### config.mk
export PLATFORM = sky130hd
export DESIGN_NAME = yuv_fade_yuv_pixel_flat
export DESIGN_NICKNAME = d
export VERILOG_FILES = /design/src/hw/rtl/yfy_pkg.sv /design/src/hw/rtl/yfy_req_if.sv /design/src/hw/rtl/yfy_rsp_if.sv /design/src/hw/rtl/yfy_csr_if.sv /design/src/hw/rtl/yuv_fade_yuv_pixel.sv /design/src/hw/rtl/yfy_dot3.sv /design/src/flat_wrapper.sv
export VERILOG_INCLUDE_DIRS = /design/src /design/src/hw/rtl
export SDC_FILE = /design/constraint.sdc
export NUM_CORES = 2
export LEC_CHECK = 0
export BUFFER_PORTS_ARGS = -buffer_cell sky130_fd_sc_hd__buf_2
export CELL_PAD_IN_SITES_DETAIL_PLACEMENT = 1
export CELL_PAD_IN_SITES_GLOBAL_PLACEMENT = 1
export CORE_UTILIZATION = 45
export CTS_CLUSTER_DIAMETER = 200
export DETAILED_ROUTE_END_ITERATION = 16
export PLACE_DENSITY = 0.74
export REMOVE_ABC_BUFFERS = 1
export SYNTH_ARGS = -nofsm -noshare
export SYNTH_HDL_FRONTEND = slang
export SYNTH_SLANG_ARGS = --single-unit
### constraint.sdc
create_clock -name clock -period 7.9 [get_ports clock]
set_input_delay 1.58 -clock clock [delete_from_list [all_inputs] [get_ports clock]]
set_output_delay 1.58 -clock clock [all_outputs]
set_load 0.02 [all_outputs]
### src/hw/rtl/yuv_fade_yuv_pixel_macros.svh
// ----------------------------------------------------------------------------
// yuv_fade_yuv_pixel_macros
// Assertion macros for the pixel fade pipeline.
// ----------------------------------------------------------------------------
`ifndef YUV_FADE_YUV_PIXEL_MACROS_SVH
`define YUV_FADE_YUV_PIXEL_MACROS_SVH

// same-cycle implication
`define YFY_ASSERT_IMPL(label, clk, rst, ante, cons) \
   label: assert property (@(posedge clk) disable iff (rst) (ante) |-> (cons)) \
      else $error("yfy assertion failed");

// next-cycle implication
`define YFY_ASSERT_NEXT(label, clk, rst, ante, cons) \
   label: assert property (@(posedge clk) disable iff (rst) (ante) |=> (cons)) \
      else $error("yfy assertion failed");

`endif

### src/hw/rtl/yfy_pkg.sv
// ----------------------------------------------------------------------------
// yfy_pkg
// Shared constants, types and coefficient helper for the pixel fade pipeline.
// ----------------------------------------------------------------------------
package yfy_pkg;

   localparam int COEF_FRAC_BITS_DEF = 16;
   localparam int PIX_W              = 8;
   localparam int STAGES             = 6;

   localparam logic [PIX_W-1:0] FADE_RESET = 8'd255;

   // coefficients in millionths
   localparam longint M_Y_RGB = 1164383;
   localparam longint M_V_R   = 1596027;
   localparam longint M_U_G   = 391762;
   localparam longint M_V_G   = 812968;
   localparam longint M_U_B   = 2017232;
   localparam longint M_R_Y   = 256788;
   localparam longint M_G_Y   = 504129;
   localparam longint M_B_Y   = 97906;
   localparam longint M_R_U   = 148223;
   localparam longint M_G_U   = 290993;
   localparam longint M_B_U   = 439216;
   localparam longint M_R_V   = 439216;
   localparam longint M_G_V   = 367788;
   localparam longint M_B_V   = 71427;

   localparam int OFS_Y = 16;
   localparam int OFS_C = 128;

   typedef struct packed {
      logic mul;
      logic sum;
   } stage_en_type;

   // round to nearest, halves up
   function automatic longint fx(input int frac_bits, input longint micro);
      return ((micro <<< frac_bits) + 64'sd500000) / 64'sd1000000;
   endfunction

endpackage

### src/hw/rtl/yfy_req_if.sv
// ----------------------------------------------------------------------------
// yfy_req_if
// Input pixel channel: valid/ready with luma and chroma pair.
// ----------------------------------------------------------------------------
interface yfy_req_if;
   logic       valid;
   logic       ready;
   logic [7:0] luma_in;
   logic [7:0] cb_in;
   logic [7:0] cr_in;

   modport source (output valid, luma_in, cb_in, cr_in, input ready);
   modport sink   (input valid, luma_in, cb_in, cr_in, output ready);
endinterface

### src/hw/rtl/yfy_rsp_if.sv
// ----------------------------------------------------------------------------
// yfy_rsp_if
// Result pixel channel: valid/ready with recomputed luma and chroma.
// ----------------------------------------------------------------------------
interface yfy_rsp_if;
   logic       valid;
   logic       ready;
   logic [7:0] luma_out;
   logic [7:0] cb_out;
   logic [7:0] cr_out;

   modport source (output valid, luma_out, cb_out, cr_out, input ready);
   modport sink   (input valid, luma_out, cb_out, cr_out, output ready);
endinterface

### src/hw/rtl/yfy_csr_if.sv
// ----------------------------------------------------------------------------
// yfy_csr_if
// Configuration write channel carrying the fade level.
// ----------------------------------------------------------------------------
interface yfy_csr_if;
   logic       valid;
   logic       ready;
   logic [7:0] fade_level;

   modport source (output valid, fade_level, input ready);
   modport sink   (input valid, fade_level, output ready);
endinterface

### src/hw/rtl/yuv_fade_yuv_pixel.sv
// Throughput: one transaction per cycle unless the response stalls; six
// register stages (two multiply/sum stages per color conversion, fade multiply,
// divide by 255) advance under per-stage ready, so bubbles collapse and a stall
// holds only the full stages between the output and the nearest bubble.
// Reset: synchronous, active high; clears stage valids, fade level to 255.
`include "yuv_fade_yuv_pixel_macros.svh"
// ----------------------------------------------------------------------------
// yuv_fade_yuv_pixel
// YCbCr to RGB, fade by fade_level/255, back to YCbCr; one pixel per unstalled clock.
// ----------------------------------------------------------------------------
module yuv_fade_yuv_pixel #(
   parameter int COEF_FRAC_BITS = yfy_pkg::COEF_FRAC_BITS_DEF
) (
   input  logic          clock,
   input  logic          reset,
   yfy_req_if.sink       req_ch,
   yfy_rsp_if.source     rsp_ch,
   yfy_csr_if.sink       csr_ch
);
   import yfy_pkg::*;

   localparam int CW = COEF_FRAC_BITS + 3;

   localparam logic signed [CW-1:0] K_Y_RGB = CW'(fx(COEF_FRAC_BITS, M_Y_RGB));
   localparam logic signed [CW-1:0] K_V_R   = CW'(fx(COEF_FRAC_BITS, M_V_R));
   localparam logic signed [CW-1:0] K_U_G   = CW'(fx(COEF_FRAC_BITS, M_U_G));
   localparam logic signed [CW-1:0] K_V_G   = CW'(fx(COEF_FRAC_BITS, M_V_G));
   localparam logic signed [CW-1:0] K_U_B   = CW'(fx(COEF_FRAC_BITS, M_U_B));
   localparam logic signed [CW-1:0] K_R_Y   = CW'(fx(COEF_FRAC_BITS, M_R_Y));
   localparam logic signed [CW-1:0] K_G_Y   = CW'(fx(COEF_FRAC_BITS, M_G_Y));
   localparam logic signed [CW-1:0] K_B_Y   = CW'(fx(COEF_FRAC_BITS, M_B_Y));
   localparam logic signed [CW-1:0] K_R_U   = CW'(fx(COEF_FRAC_BITS, M_R_U));
   localparam logic signed [CW-1:0] K_G_U   = CW'(fx(COEF_FRAC_BITS, M_G_U));
   localparam logic signed [CW-1:0] K_B_U   = CW'(fx(COEF_FRAC_BITS, M_B_U));
   localparam logic signed [CW-1:0] K_R_V   = CW'(fx(COEF_FRAC_BITS, M_R_V));
   localparam logic signed [CW-1:0] K_G_V   = CW'(fx(COEF_FRAC_BITS, M_G_V));
   localparam logic signed [CW-1:0] K_B_V   = CW'(fx(COEF_FRAC_BITS, M_B_V));

   logic [STAGES-1:0] v_ff, v_in;
   logic [STAGES-1:0] rdy;
   logic [7:0]        fade_ff, fade_in;

   logic signed [8:0] y_s, u_s, v_s;
   logic [7:0]        r_c, g_c, b_c;
   logic [15:0]       rp_ff, gp_ff, bp_ff;
   logic [7:0]        rf_ff, gf_ff, bf_ff;
   logic [16:0]       rq, gq, bq;

   stage_en_type en_rgb, en_yuv;

   // ---------------------------------------------------------------- control
   always_comb begin
      rdy[STAGES-1] = !v_ff[STAGES-1] || rsp_ch.ready;
      for (int i = STAGES - 2; i >= 0; i--) begin
         rdy[i] = !v_ff[i] || rdy[i+1];
      end
      v_in[0] = rdy[0] ? req_ch.valid : v_ff[0];
      for (int i = 1; i < STAGES; i++) begin
         v_in[i] = rdy[i] ? v_ff[i-1] : v_ff[i];
      end
   end

   assign fade_in = (csr_ch.valid && csr_ch.ready) ? csr_ch.fade_level : fade_ff;

   always_ff @(posedge clock) begin
      if (reset) begin
         v_ff    <= '0;
         fade_ff <= FADE_RESET;
      end else begin
         v_ff    <= v_in;
         fade_ff <= fade_in;
      end
   end

   assign req_ch.ready = rdy[0];
   assign csr_ch.ready = 1'b1;

   assign en_rgb = '{mul: rdy[0], sum: rdy[1]};
   assign en_yuv = '{mul: rdy[4], sum: rdy[5]};

   // --------------------------------------------------------- YCbCr to RGB
   assign y_s = $signed({1'b0, req_ch.luma_in}) - 9'sd16;
   assign u_s = $signed({1'b0, req_ch.cb_in}) - 9'sd128;
   assign v_s = $signed({1'b0, req_ch.cr_in}) - 9'sd128;

   yfy_dot3 #(.COEF_FRAC_BITS(COEF_FRAC_BITS), .C0(K_Y_RGB), .C1('0), .C2(K_V_R),
              .OFS(0)) u_r (
      .clock(clock), .en(en_rgb), .a(y_s), .b(u_s), .c(v_s), .res_ff(r_c));

   yfy_dot3 #(.COEF_FRAC_BITS(COEF_FRAC_BITS), .C0(K_Y_RGB), .C1(-K_U_G), .C2(-K_V_G),
              .OFS(0)) u_g (
      .clock(clock), .en(en_rgb), .a(y_s), .b(u_s), .c(v_s), .res_ff(g_c));

   yfy_dot3 #(.COEF_FRAC_BITS(COEF_FRAC_BITS), .C0(K_Y_RGB), .C1(K_U_B), .C2('0),
              .OFS(0)) u_b (
      .clock(clock), .en(en_rgb), .a(y_s), .b(u_s), .c(v_s), .res_ff(b_c));

   // ------------------------------------------------------------------ fade
   always_ff @(posedge clock) begin
      if (rdy[2]) begin
         rp_ff <= 16'(r_c) * 16'(fade_ff);
         gp_ff <= 16'(g_c) * 16'(fade_ff);
         bp_ff <= 16'(b_c) * 16'(fade_ff);
      end
   end

   // divide by 255: (x + (x >> 8) + 1) >> 8, exact for x up to 255 * 255
   assign rq = 17'(rp_ff) + 17'(rp_ff[15:8]) + 17'd1;
   assign gq = 17'(gp_ff) + 17'(gp_ff[15:8]) + 17'd1;
   assign bq = 17'(bp_ff) + 17'(bp_ff[15:8]) + 17'd1;

   always_ff @(posedge clock) begin
      if (rdy[3]) begin
         rf_ff <= rq[15:8];
         gf_ff <= gq[15:8];
         bf_ff <= bq[15:8];
      end
   end

   // --------------------------------------------------------- RGB to YCbCr
   yfy_dot3 #(.COEF_FRAC_BITS(COEF_FRAC_BITS), .C0(K_R_Y), .C1(K_G_Y), .C2(K_B_Y),
              .OFS(OFS_Y)) u_yo (
      .clock(clock), .en(en_yuv),
      .a($signed({1'b0, rf_ff})), .b($signed({1'b0, gf_ff})), .c($signed({1'b0, bf_ff})),
      .res_ff(rsp_ch.luma_out));

   yfy_dot3 #(.COEF_FRAC_BITS(COEF_FRAC_BITS), .C0(-K_R_U), .C1(-K_G_U), .C2(K_B_U),
              .OFS(OFS_C)) u_uo (
      .clock(clock), .en(en_yuv),
      .a($signed({1'b0, rf_ff})), .b($signed({1'b0, gf_ff})), .c($signed({1'b0, bf_ff})),
      .res_ff(rsp_ch.cb_out));

   yfy_dot3 #(.COEF_FRAC_BITS(COEF_FRAC_BITS), .C0(K_R_V), .C1(-K_G_V), .C2(-K_B_V),
              .OFS(OFS_C)) u_vo (
      .clock(clock), .en(en_yuv),
      .a($signed({1'b0, rf_ff})), .b($signed({1'b0, gf_ff})), .c($signed({1'b0, bf_ff})),
      .res_ff(rsp_ch.cr_out));

   assign rsp_ch.valid = v_ff[STAGES-1];

   // ------------------------------------------------------------ assertions
   `YFY_ASSERT_IMPL(a_full_when_blocked, clock, reset, !req_ch.ready, &v_ff)
   `YFY_ASSERT_NEXT(a_accept_enters, clock, reset, req_ch.valid && req_ch.ready, v_ff[0])
   `YFY_ASSERT_NEXT(a_last_advance, clock, reset, v_ff[STAGES-2] && rdy[STAGES-1],
                    rsp_ch.valid)

endmodule

### src/hw/rtl/yfy_dot3.sv
// ----------------------------------------------------------------------------
// yfy_dot3
// Two-stage three-term fixed-point dot product with offset, truncation and
// clamp to 0..255.
// ----------------------------------------------------------------------------
module yfy_dot3 #(
   parameter int                            COEF_FRAC_BITS = yfy_pkg::COEF_FRAC_BITS_DEF,
   parameter logic signed [COEF_FRAC_BITS+2:0] C0          = '0,
   parameter logic signed [COEF_FRAC_BITS+2:0] C1          = '0,
   parameter logic signed [COEF_FRAC_BITS+2:0] C2          = '0,
   parameter int                            OFS            = 0
) (
   input  logic                 clock,
   input  yfy_pkg::stage_en_type en,
   input  logic signed [8:0]    a,
   input  logic signed [8:0]    b,
   input  logic signed [8:0]    c,
   output logic [7:0]           res_ff
);
   import yfy_pkg::*;

   localparam int CW = COEF_FRAC_BITS + 3;
   localparam int PW = CW + 9;
   localparam int SW = PW + 2;

   logic signed [PW-1:0] p0_ff, p1_ff, p2_ff;
   logic signed [PW-1:0] p0_in, p1_in, p2_in;
   logic signed [SW-1:0] sum;
   logic signed [SW-1:0] shifted;
   logic [7:0]           res_in;

   assign p0_in = PW'(a) * PW'(C0);
   assign p1_in = PW'(b) * PW'(C1);
   assign p2_in = PW'(c) * PW'(C2);

   always_ff @(posedge clock) begin
      if (en.mul) begin
         p0_ff <= p0_in;
         p1_ff <= p1_in;
         p2_ff <= p2_in;
      end
   end

   // floor equals truncation here: any negative sum clamps to zero
   assign sum     = SW'(p0_ff) + SW'(p1_ff) + SW'(p2_ff)
                  + (SW'(OFS) <<< COEF_FRAC_BITS);
   assign shifted = sum >>> COEF_FRAC_BITS;

   always_comb begin
      priority if (shifted[SW-1]) begin
         res_in = 8'd0;
      end else if (|shifted[SW-2:8]) begin
         res_in = 8'd255;
      end else begin
         res_in = shifted[7:0];
      end
   end

   always_ff @(posedge clock) begin
      if (en.sum) begin
         res_ff <= res_in;
      end
   end

endmodule

### src/flat_wrapper.sv
// flat-port wrapper written by rule: the top's interface ports become plain ports
module yuv_fade_yuv_pixel_flat import yfy_pkg::*;
#(
   parameter int COEF_FRAC_BITS = yfy_pkg::COEF_FRAC_BITS_DEF
)
  (clock, reset, req_ch_valid, req_ch_luma_in, req_ch_cb_in, req_ch_cr_in, req_ch_ready, rsp_ch_valid, rsp_ch_luma_out, rsp_ch_cb_out, rsp_ch_cr_out, rsp_ch_ready, csr_ch_valid, csr_ch_fade_level, csr_ch_ready);
  yfy_req_if req_ch_i ();
  yfy_rsp_if rsp_ch_i ();
  yfy_csr_if csr_ch_i ();
  input  logic clock;
  input  logic reset;
  input wire logic [$bits(req_ch_i.valid)-1:0] req_ch_valid;
  input wire logic [$bits(req_ch_i.luma_in)-1:0] req_ch_luma_in;
  input wire logic [$bits(req_ch_i.cb_in)-1:0] req_ch_cb_in;
  input wire logic [$bits(req_ch_i.cr_in)-1:0] req_ch_cr_in;
  output wire logic [$bits(req_ch_i.ready)-1:0] req_ch_ready;
  output wire logic [$bits(rsp_ch_i.valid)-1:0] rsp_ch_valid;
  output wire logic [$bits(rsp_ch_i.luma_out)-1:0] rsp_ch_luma_out;
  output wire logic [$bits(rsp_ch_i.cb_out)-1:0] rsp_ch_cb_out;
  output wire logic [$bits(rsp_ch_i.cr_out)-1:0] rsp_ch_cr_out;
  input wire logic [$bits(rsp_ch_i.ready)-1:0] rsp_ch_ready;
  input wire logic [$bits(csr_ch_i.valid)-1:0] csr_ch_valid;
  input wire logic [$bits(csr_ch_i.fade_level)-1:0] csr_ch_fade_level;
  output wire logic [$bits(csr_ch_i.ready)-1:0] csr_ch_ready;
  assign req_ch_i.valid = req_ch_valid;
  assign req_ch_i.luma_in = req_ch_luma_in;
  assign req_ch_i.cb_in = req_ch_cb_in;
  assign req_ch_i.cr_in = req_ch_cr_in;
  assign req_ch_ready = req_ch_i.ready;
  assign rsp_ch_valid = rsp_ch_i.valid;
  assign rsp_ch_luma_out = rsp_ch_i.luma_out;
  assign rsp_ch_cb_out = rsp_ch_i.cb_out;
  assign rsp_ch_cr_out = rsp_ch_i.cr_out;
  assign rsp_ch_i.ready = rsp_ch_ready;
  assign csr_ch_i.valid = csr_ch_valid;
  assign csr_ch_i.fade_level = csr_ch_fade_level;
  assign csr_ch_ready = csr_ch_i.ready;
  yuv_fade_yuv_pixel #(.COEF_FRAC_BITS(COEF_FRAC_BITS)) u_core (.clock(clock), .reset(reset), .req_ch(req_ch_i), .rsp_ch(rsp_ch_i), .csr_ch(csr_ch_i));
endmodule
### Yosys cells after proc, flatten, opt, wreduce, memory -nomap -nowiden

Cells that the tools add are included.

| storage, ports and cells | value |
|---|---|
| flip-flop bits (word level) | 465 |
| bits in writable memories | 0 |
| word-level logic and storage cells | 96 |
| bits in read-only memories | 0 |
| memories kept | 0 |
| bits in latches | 0 |
| output and inout port bits | 27 |

| operators by class | value |
|---|---|
| bitwise logic cells | 0 |
| $add $sub $neg | 22 |
| eq/ne operators | 0 |
| shifts and indexed selects | 0 |
| mux-type cells | 6 |
| multiply operators | 17 |
| div/mod/pow operators | 0 |
| order comparisons | 0 |
| reductions and logical operators | 18 |

Operators with widths:

| kind | count |
|---|---|
| $mul A9 B16 Y25 const B | 3 |
| $add A30 B25 Y30 const B | 2 |
| $mul A9 B18 Y27 const B | 2 |
| $add A24 B25 Y26 | 2 |
| $add A16 B1 Y16 const B | 3 |
| $add A16 B8 Y16 | 3 |
| $mul A8 B8 Y16 | 3 |
| $mux W8 | 6 |
| $mul A9 B14 Y23 const B | 2 |
| $mul A8 B11 Y19 const B | 2 |
| $reduce_or A6 Y1 | 6 |
| $add A30 B22 Y30 const B | 1 |
| $add A27 B28 Y29 | 1 |
| $add A28 B26 Y29 | 1 |
| $add A27 B25 Y28 | 1 |
| $add A27 B27 Y28 | 1 |
| $mul A9 B19 Y28 const B | 1 |
| $add A26 B23 Y27 | 1 |
| $add A26 B24 Y27 | 1 |
| $add A25 B21 Y26 | 1 |
| $mul A9 B17 Y26 const B | 1 |
| $add A23 B24 Y25 | 1 |
| $mul A8 B16 Y24 const B | 1 |
| $mul A8 B15 Y23 const B | 1 |
| other kinds (5) | 16 |

### Longest topological paths before layout

| logic depth | value |
|---|---|
| depth in word-level cells | 7 |
| gate-level depth with buffers | 22 |

### Cells and area by module

A second synthesis with hierarchy kept.

| second synthesis, totals | value |
|---|---|
| cell total of the unflattened synthesis | 6296 |
| area total of the unflattened synthesis | 68191.7 um2 |

By module, submodules not included:

| module | instances | area an instance (um2) | cells each | sequential area each (um2) |
|---|---|---|---|---|
| yfy_dot3 (u_core.u_g) | 1 | 11820.1 | 1065 | 2582.5 |
| yfy_dot3 (u_core.u_vo) | 1 | 11414.7 | 1064 | 2312.2 |
| yfy_dot3 (u_core.u_uo) | 1 | 10500.1 | 953 | 2282.2 |
| yuv_fade_yuv_pixel | 1 | 10075.9 | 1010 | 2442.3 |
| yfy_dot3 (u_core.u_yo) | 1 | 9571.7 | 852 | 2342.2 |
| yfy_dot3 (u_core.u_r) | 1 | 7618.6 | 708 | 1861.8 |
| yfy_dot3 (u_core.u_b) | 1 | 7190.6 | 644 | 1891.8 |

### Least setup slack after synthesis

No wires, ideal clock.

| timing | value |
|---|---|
| path type | input to register |
| start | input port rsp_ch_ready |
| end | register u_core.u_b.p1_ff[0], enable pin |
| path buffers | 1 |
| stages on the path | 4 |
| setup time | 1782 ps |
| setup slack | 241 ps |
| data arrival time | 5878 ps |
| cells stage by stage | nor2b_1 > and3_1 > clkbuf_1 > nand4_1 |

| between the ends | value |
|---|---|
| longest elaborated chain between the ends | 6 |

Ends and longest elaborated chain:

| item | RTL line | RTL |
|---|---|---|
| from (decl) | flat_wrapper.sv:21 | `input wire logic [$bits(rsp_ch_i.ready)-1:0] rsp_ch_ready;` |
| $logic_or A1 B1 Y1 | yuv_fade_yuv_pixel.sv:53 | `rdy[STAGES-1] = !v_ff[STAGES-1] \|\| rsp_ch.ready;` |
| $logic_or A1 B1 Y1 (5 in series) | yuv_fade_yuv_pixel.sv:55 | `rdy[i] = !v_ff[i] \|\| rdy[i+1];` |
| net req_ch_ready | flat_wrapper.sv:16 | `output wire logic [$bits(req_ch_i.ready)-1:0] req_ch_ready;` |
| to (signal assigned) | yfy_dot3.sv:39 | `p1_ff <= p1_in;` |
| to (decl) | yfy_dot3.sv:26 | `logic signed [PW-1:0] p0_ff, p1_ff, p2_ff;` |

The timed path passes the listed nets, and every way through them passes these cells.
A chain may end at the register's enable or synchronous reset.

### Worst setup path after layout

| timing | value |
|---|---|
| start | input port req_ch_luma_in[4] |
| end | register u_core.u_r.p0_ff[25], data pin |

| between the ends | value |
|---|---|
| longest elaborated chain between the ends | 2 |

Ends and longest elaborated chain:

| item | RTL line | RTL |
|---|---|---|
| from (decl) | flat_wrapper.sv:13 | `input wire logic [$bits(req_ch_i.luma_in)-1:0] req_ch_luma_in;` |
| $sub A8 B5 Y9 | yuv_fade_yuv_pixel.sv:82 | `assign y_s = $signed({1'b0, req_ch.luma_in}) - 9'sd16;` |
| $mul A9 B18 Y27 | - |  |
| net u_core.u_b.p0_in[25] | yfy_dot3.sv:27 | `logic signed [PW-1:0] p0_in, p1_in, p2_in;` |
| to (signal assigned) | yfy_dot3.sv:38 | `p0_ff <= p0_in;` |
| to (decl) | yfy_dot3.sv:26 |  |

The timed path passes the listed nets, and every way through them passes these cells.

==> impl_metrics.env <==
export IMPL_cts_hold_buf=0
export IMPL_synth_cell_area_sq_um=52500
export IMPL_pin_count=64
export IMPL_first_pass_iters=5
export IMPL_ys_seq_elements=451
export IMPL_crit_path_top_delay_cell="or3b_2"
export IMPL_maxSlewViolCount=0
export IMPL_totalWireLength_microns=131000
export IMPL_synth_top_area_cell="edfxtp_1"
export IMPL_cts_resized=0
export IMPL_coreArea_sq_um=115000
export IMPL_grt_antenna_before_repair=1
export IMPL_post_cts_repair_setup_buffers=0
export IMPL_tritoncts="done"
export IMPL_hold_viol_final=0
export IMPL_final_nets=6573
export IMPL_synth_avg_cell_area_sq_um=10.8
export IMPL_wl_per_cell_microns=20.1
export IMPL_synth_cell_types=80
export IMPL_dp_hpwl_microns=110000
export IMPL_drive_gt1_share_pct=4.37
export IMPL_synth_top_area_share_pct=25.0
export IMPL_clk_latency_ns=0.70
export IMPL_grt_max_degree=131
export IMPL_setup_tns_ns=0
export IMPL_die_h_microns=344
export IMPL_drtIter0Drc=1429
export IMPL_grt_ovfl_total=0
export IMPL_fin_crit_sh_pct=84.3
export IMPL_synth_edff_count=437
export IMPL_vias=35300
export IMPL_clock_skew_ns=0.0456
export IMPL_grt_pass1_vias=38900
export IMPL_gp_congestion=0.903
export IMPL_ys_warn_count=0
export IMPL_holdCritPathClass="reg2reg"
export IMPL_start_util_pct=45.7
export IMPL_cts_sinks=451
export IMPL_tightest_slew_ns=1.07
export IMPL_synthTopCellsByCount="ha_1, inv_1, fa_1"
export IMPL_worstSetupPathType="in2reg"
export IMPL_fin_crit_ns=6.66
export IMPL_track_usage_pct=22.8
export IMPL_clock_fmax_mhz=150
export IMPL_seq_area_frac_synth_pct=25.5
export IMPL_synthFlopType="edfxtp_1"
export IMPL_root_buffer="clkbuf_16"
export IMPL_final_setup_viol_count=0
export IMPL_worstPathMaxFanout=9
export IMPL_rsz0062_at_grt="no"
export IMPL_start_kind="primary input"
export IMPL_synth_top_cells_by_area="edfxtp_1, ha_1, fa_1, inv_1, xnor2_1"
export IMPL_synthToLayoutAreaGrowth_pct=8.08
export IMPL_die_width_microns=344
export IMPL_ant_nets=0
export IMPL_slowest_delay_ns=0.57
export IMPL_port_buffers=62
export IMPL_rows=124
export IMPL_slew_headroom_pct=28.3
export IMPL_clock_path_buffers=3
export IMPL_crit_path_cell_trace="buf_2, inv_1, ha_1, or3b_2, inv_1, ha_1, inv_1, fa_1, fa_1, fa_1, inv_1, ha_1, ha_1, or2_2, o31ai_1, a21oi_1, a211o_1, a311oi_1, nor3_1, nand3b_1"
export IMPL_via_per_inst=5.38
export IMPL_clk_pin_slew_worst_paths_ns=0.06
export IMPL_cp_arrival_ns=7.06
export IMPL_outcome="finished clean"
export IMPL_synthCells=4883
export IMPL_remaining_drc_errors=0
export IMPL_crit_required_ns=8.30
export IMPL_end_kind="register"
export IMPL_dieArea_sq_um=118000
export IMPL_async_flop_share_pct=0
export IMPL_htreeDepth=2
export IMPL_cts_buffers_inserted=58
export IMPL_grt_pass1_wl_microns=210000
export IMPL_synth_most_common_cell="ha_1"
export IMPL_maxCapViolCount=0
==> area by class of cell <==
type | instances | area [sq um]
repair buffers | 78 | 443
inverters | 863 | 3240
flip-flops and latches | 451 | 13400
fillers | 12500 | 58200
clock inverters | 47 | 554
clock buffers | 62 | 1470
well taps | 1512 | 1890
multi-input cells | 3535 | 35700
diodes | 3 | 7.51
==> kinds of logic (layout without fill, tap and decap cells) <==
group,Yosys count,count (layout),share of synthesized area (%)
mux,7,7,0.136
flops,451,451,25.5
compound gates,775,775,9.50
simple gates,876,876,8.35
other cells,1,4,0.00714
fa+ha+maj,1549,1549,44.6
xor+xnor,327,327,5.47
buf+inv,897,1050,6.42
==> worst max-delay path, delay by kind of cell <==
kind	cells	cell delay (ns)
simple gates	4	1.15
buf+inv	5	0.77
fa+ha+maj	7	2.65
compound gates	4	0.90
==> path summary, 6_finish.rpt <==
kind	from	end	slack, ns	cells past startpoint
worst max-delay path	req_ch_luma_in[4]	u_core.u_r.p0_ff[25]	1.24	20
worst min-delay path	u_core.v_ff[0]	u_core.v_ff[1]	0.45	2
worst max register to register	u_core.gf_ff[3]	u_core.u_yo.p1_ff[13]	2.01	18
worst min register to register	u_core.v_ff[0]	u_core.v_ff[1]	0.45	2
==> metrics by stage <==
step / instances / instance area [sq um] / setup slack (ns) / util (%) / hold WS, ns
after floorplan: 4849 / 52400 / 0.330 / - / 0.420
after global placement: 6439 / 54700 / 0.694 / 47.6 / 0.437
after detailed placement: 6439 / 54700 / 0.528 / 47.6 / 0.443
after CTS: 6548 / 56700 / 1.24 / 49.4 / 0.453
after global routing: 6548 / 56700 / 0.868 / 49.4 / 0.472
final: 6551 / 56700 / 1.24 / 49.4 / 0.451
==> layout by cell type (no fill, tap or decap), types with 15 or more instances in the layout <==
cell type	synthesis	routed
ha_1	1012	1012
inv_1	863	863
fa_1	537	537
edfxtp_1	437	437
xnor2_1	257	257
a21oi_1	250	250
nor2_1	206	206
nand2_1	190	188
o21ai_0	138	138
and2_1	136	136
a21o_1	74	74
o21a_1	73	73
nor3_1	70	70
xor2_1	69	69
buf_2	0	62
clkbuf_16	0	58
nand3_1	55	55
nor2b_1	46	46
and3_1	34	34
nand2b_1	33	33
a21boi_0	27	27
or3_1	26	26
o21bai_1	26	26
a31oi_1	25	25
a211oi_1	23	23
nand4_1	22	22
or2_2	22	22
a211o_1	17	17
clkinv_2	0	17
o211ai_1	16	16
o22ai_1	16	16
buf_4	1	15
==> sequential cells by signal, indices dropped and copies added (netlist names), 16 cells and up <==
name	flops
u_core.u_vo.p0_ff	17
u_core.u_g.p1_ff	23
u_core.u_b.p1_ff	28
u_core.u_yo.p1_ff	23
u_core.gp_ff	16
u_core.u_vo.p1_ff	25
u_core.u_g.p2_ff	26
u_core.u_yo.p0_ff	23
u_core.u_vo.p2_ff	23
u_core.u_uo.p1_ff	22
u_core.u_r.p0_ff	27
u_core.u_uo.p2_ff	17
u_core.u_yo.p2_ff	16
u_core.u_r.p2_ff	25
u_core.u_uo.p0_ff	22
u_core.rp_ff	16
u_core.bp_ff	16
==> metal layers <==
layer	routed length (microns)	GRT usage (%)
met5	0	0
met4	4530	7.79
met3	3880	2.19
met2	69200	43.3
met1	53800	26.6
Power is left out: the tool's default activity adds up to more than one toggle a clock period on the data nets, which glitch-free logic cannot reach.
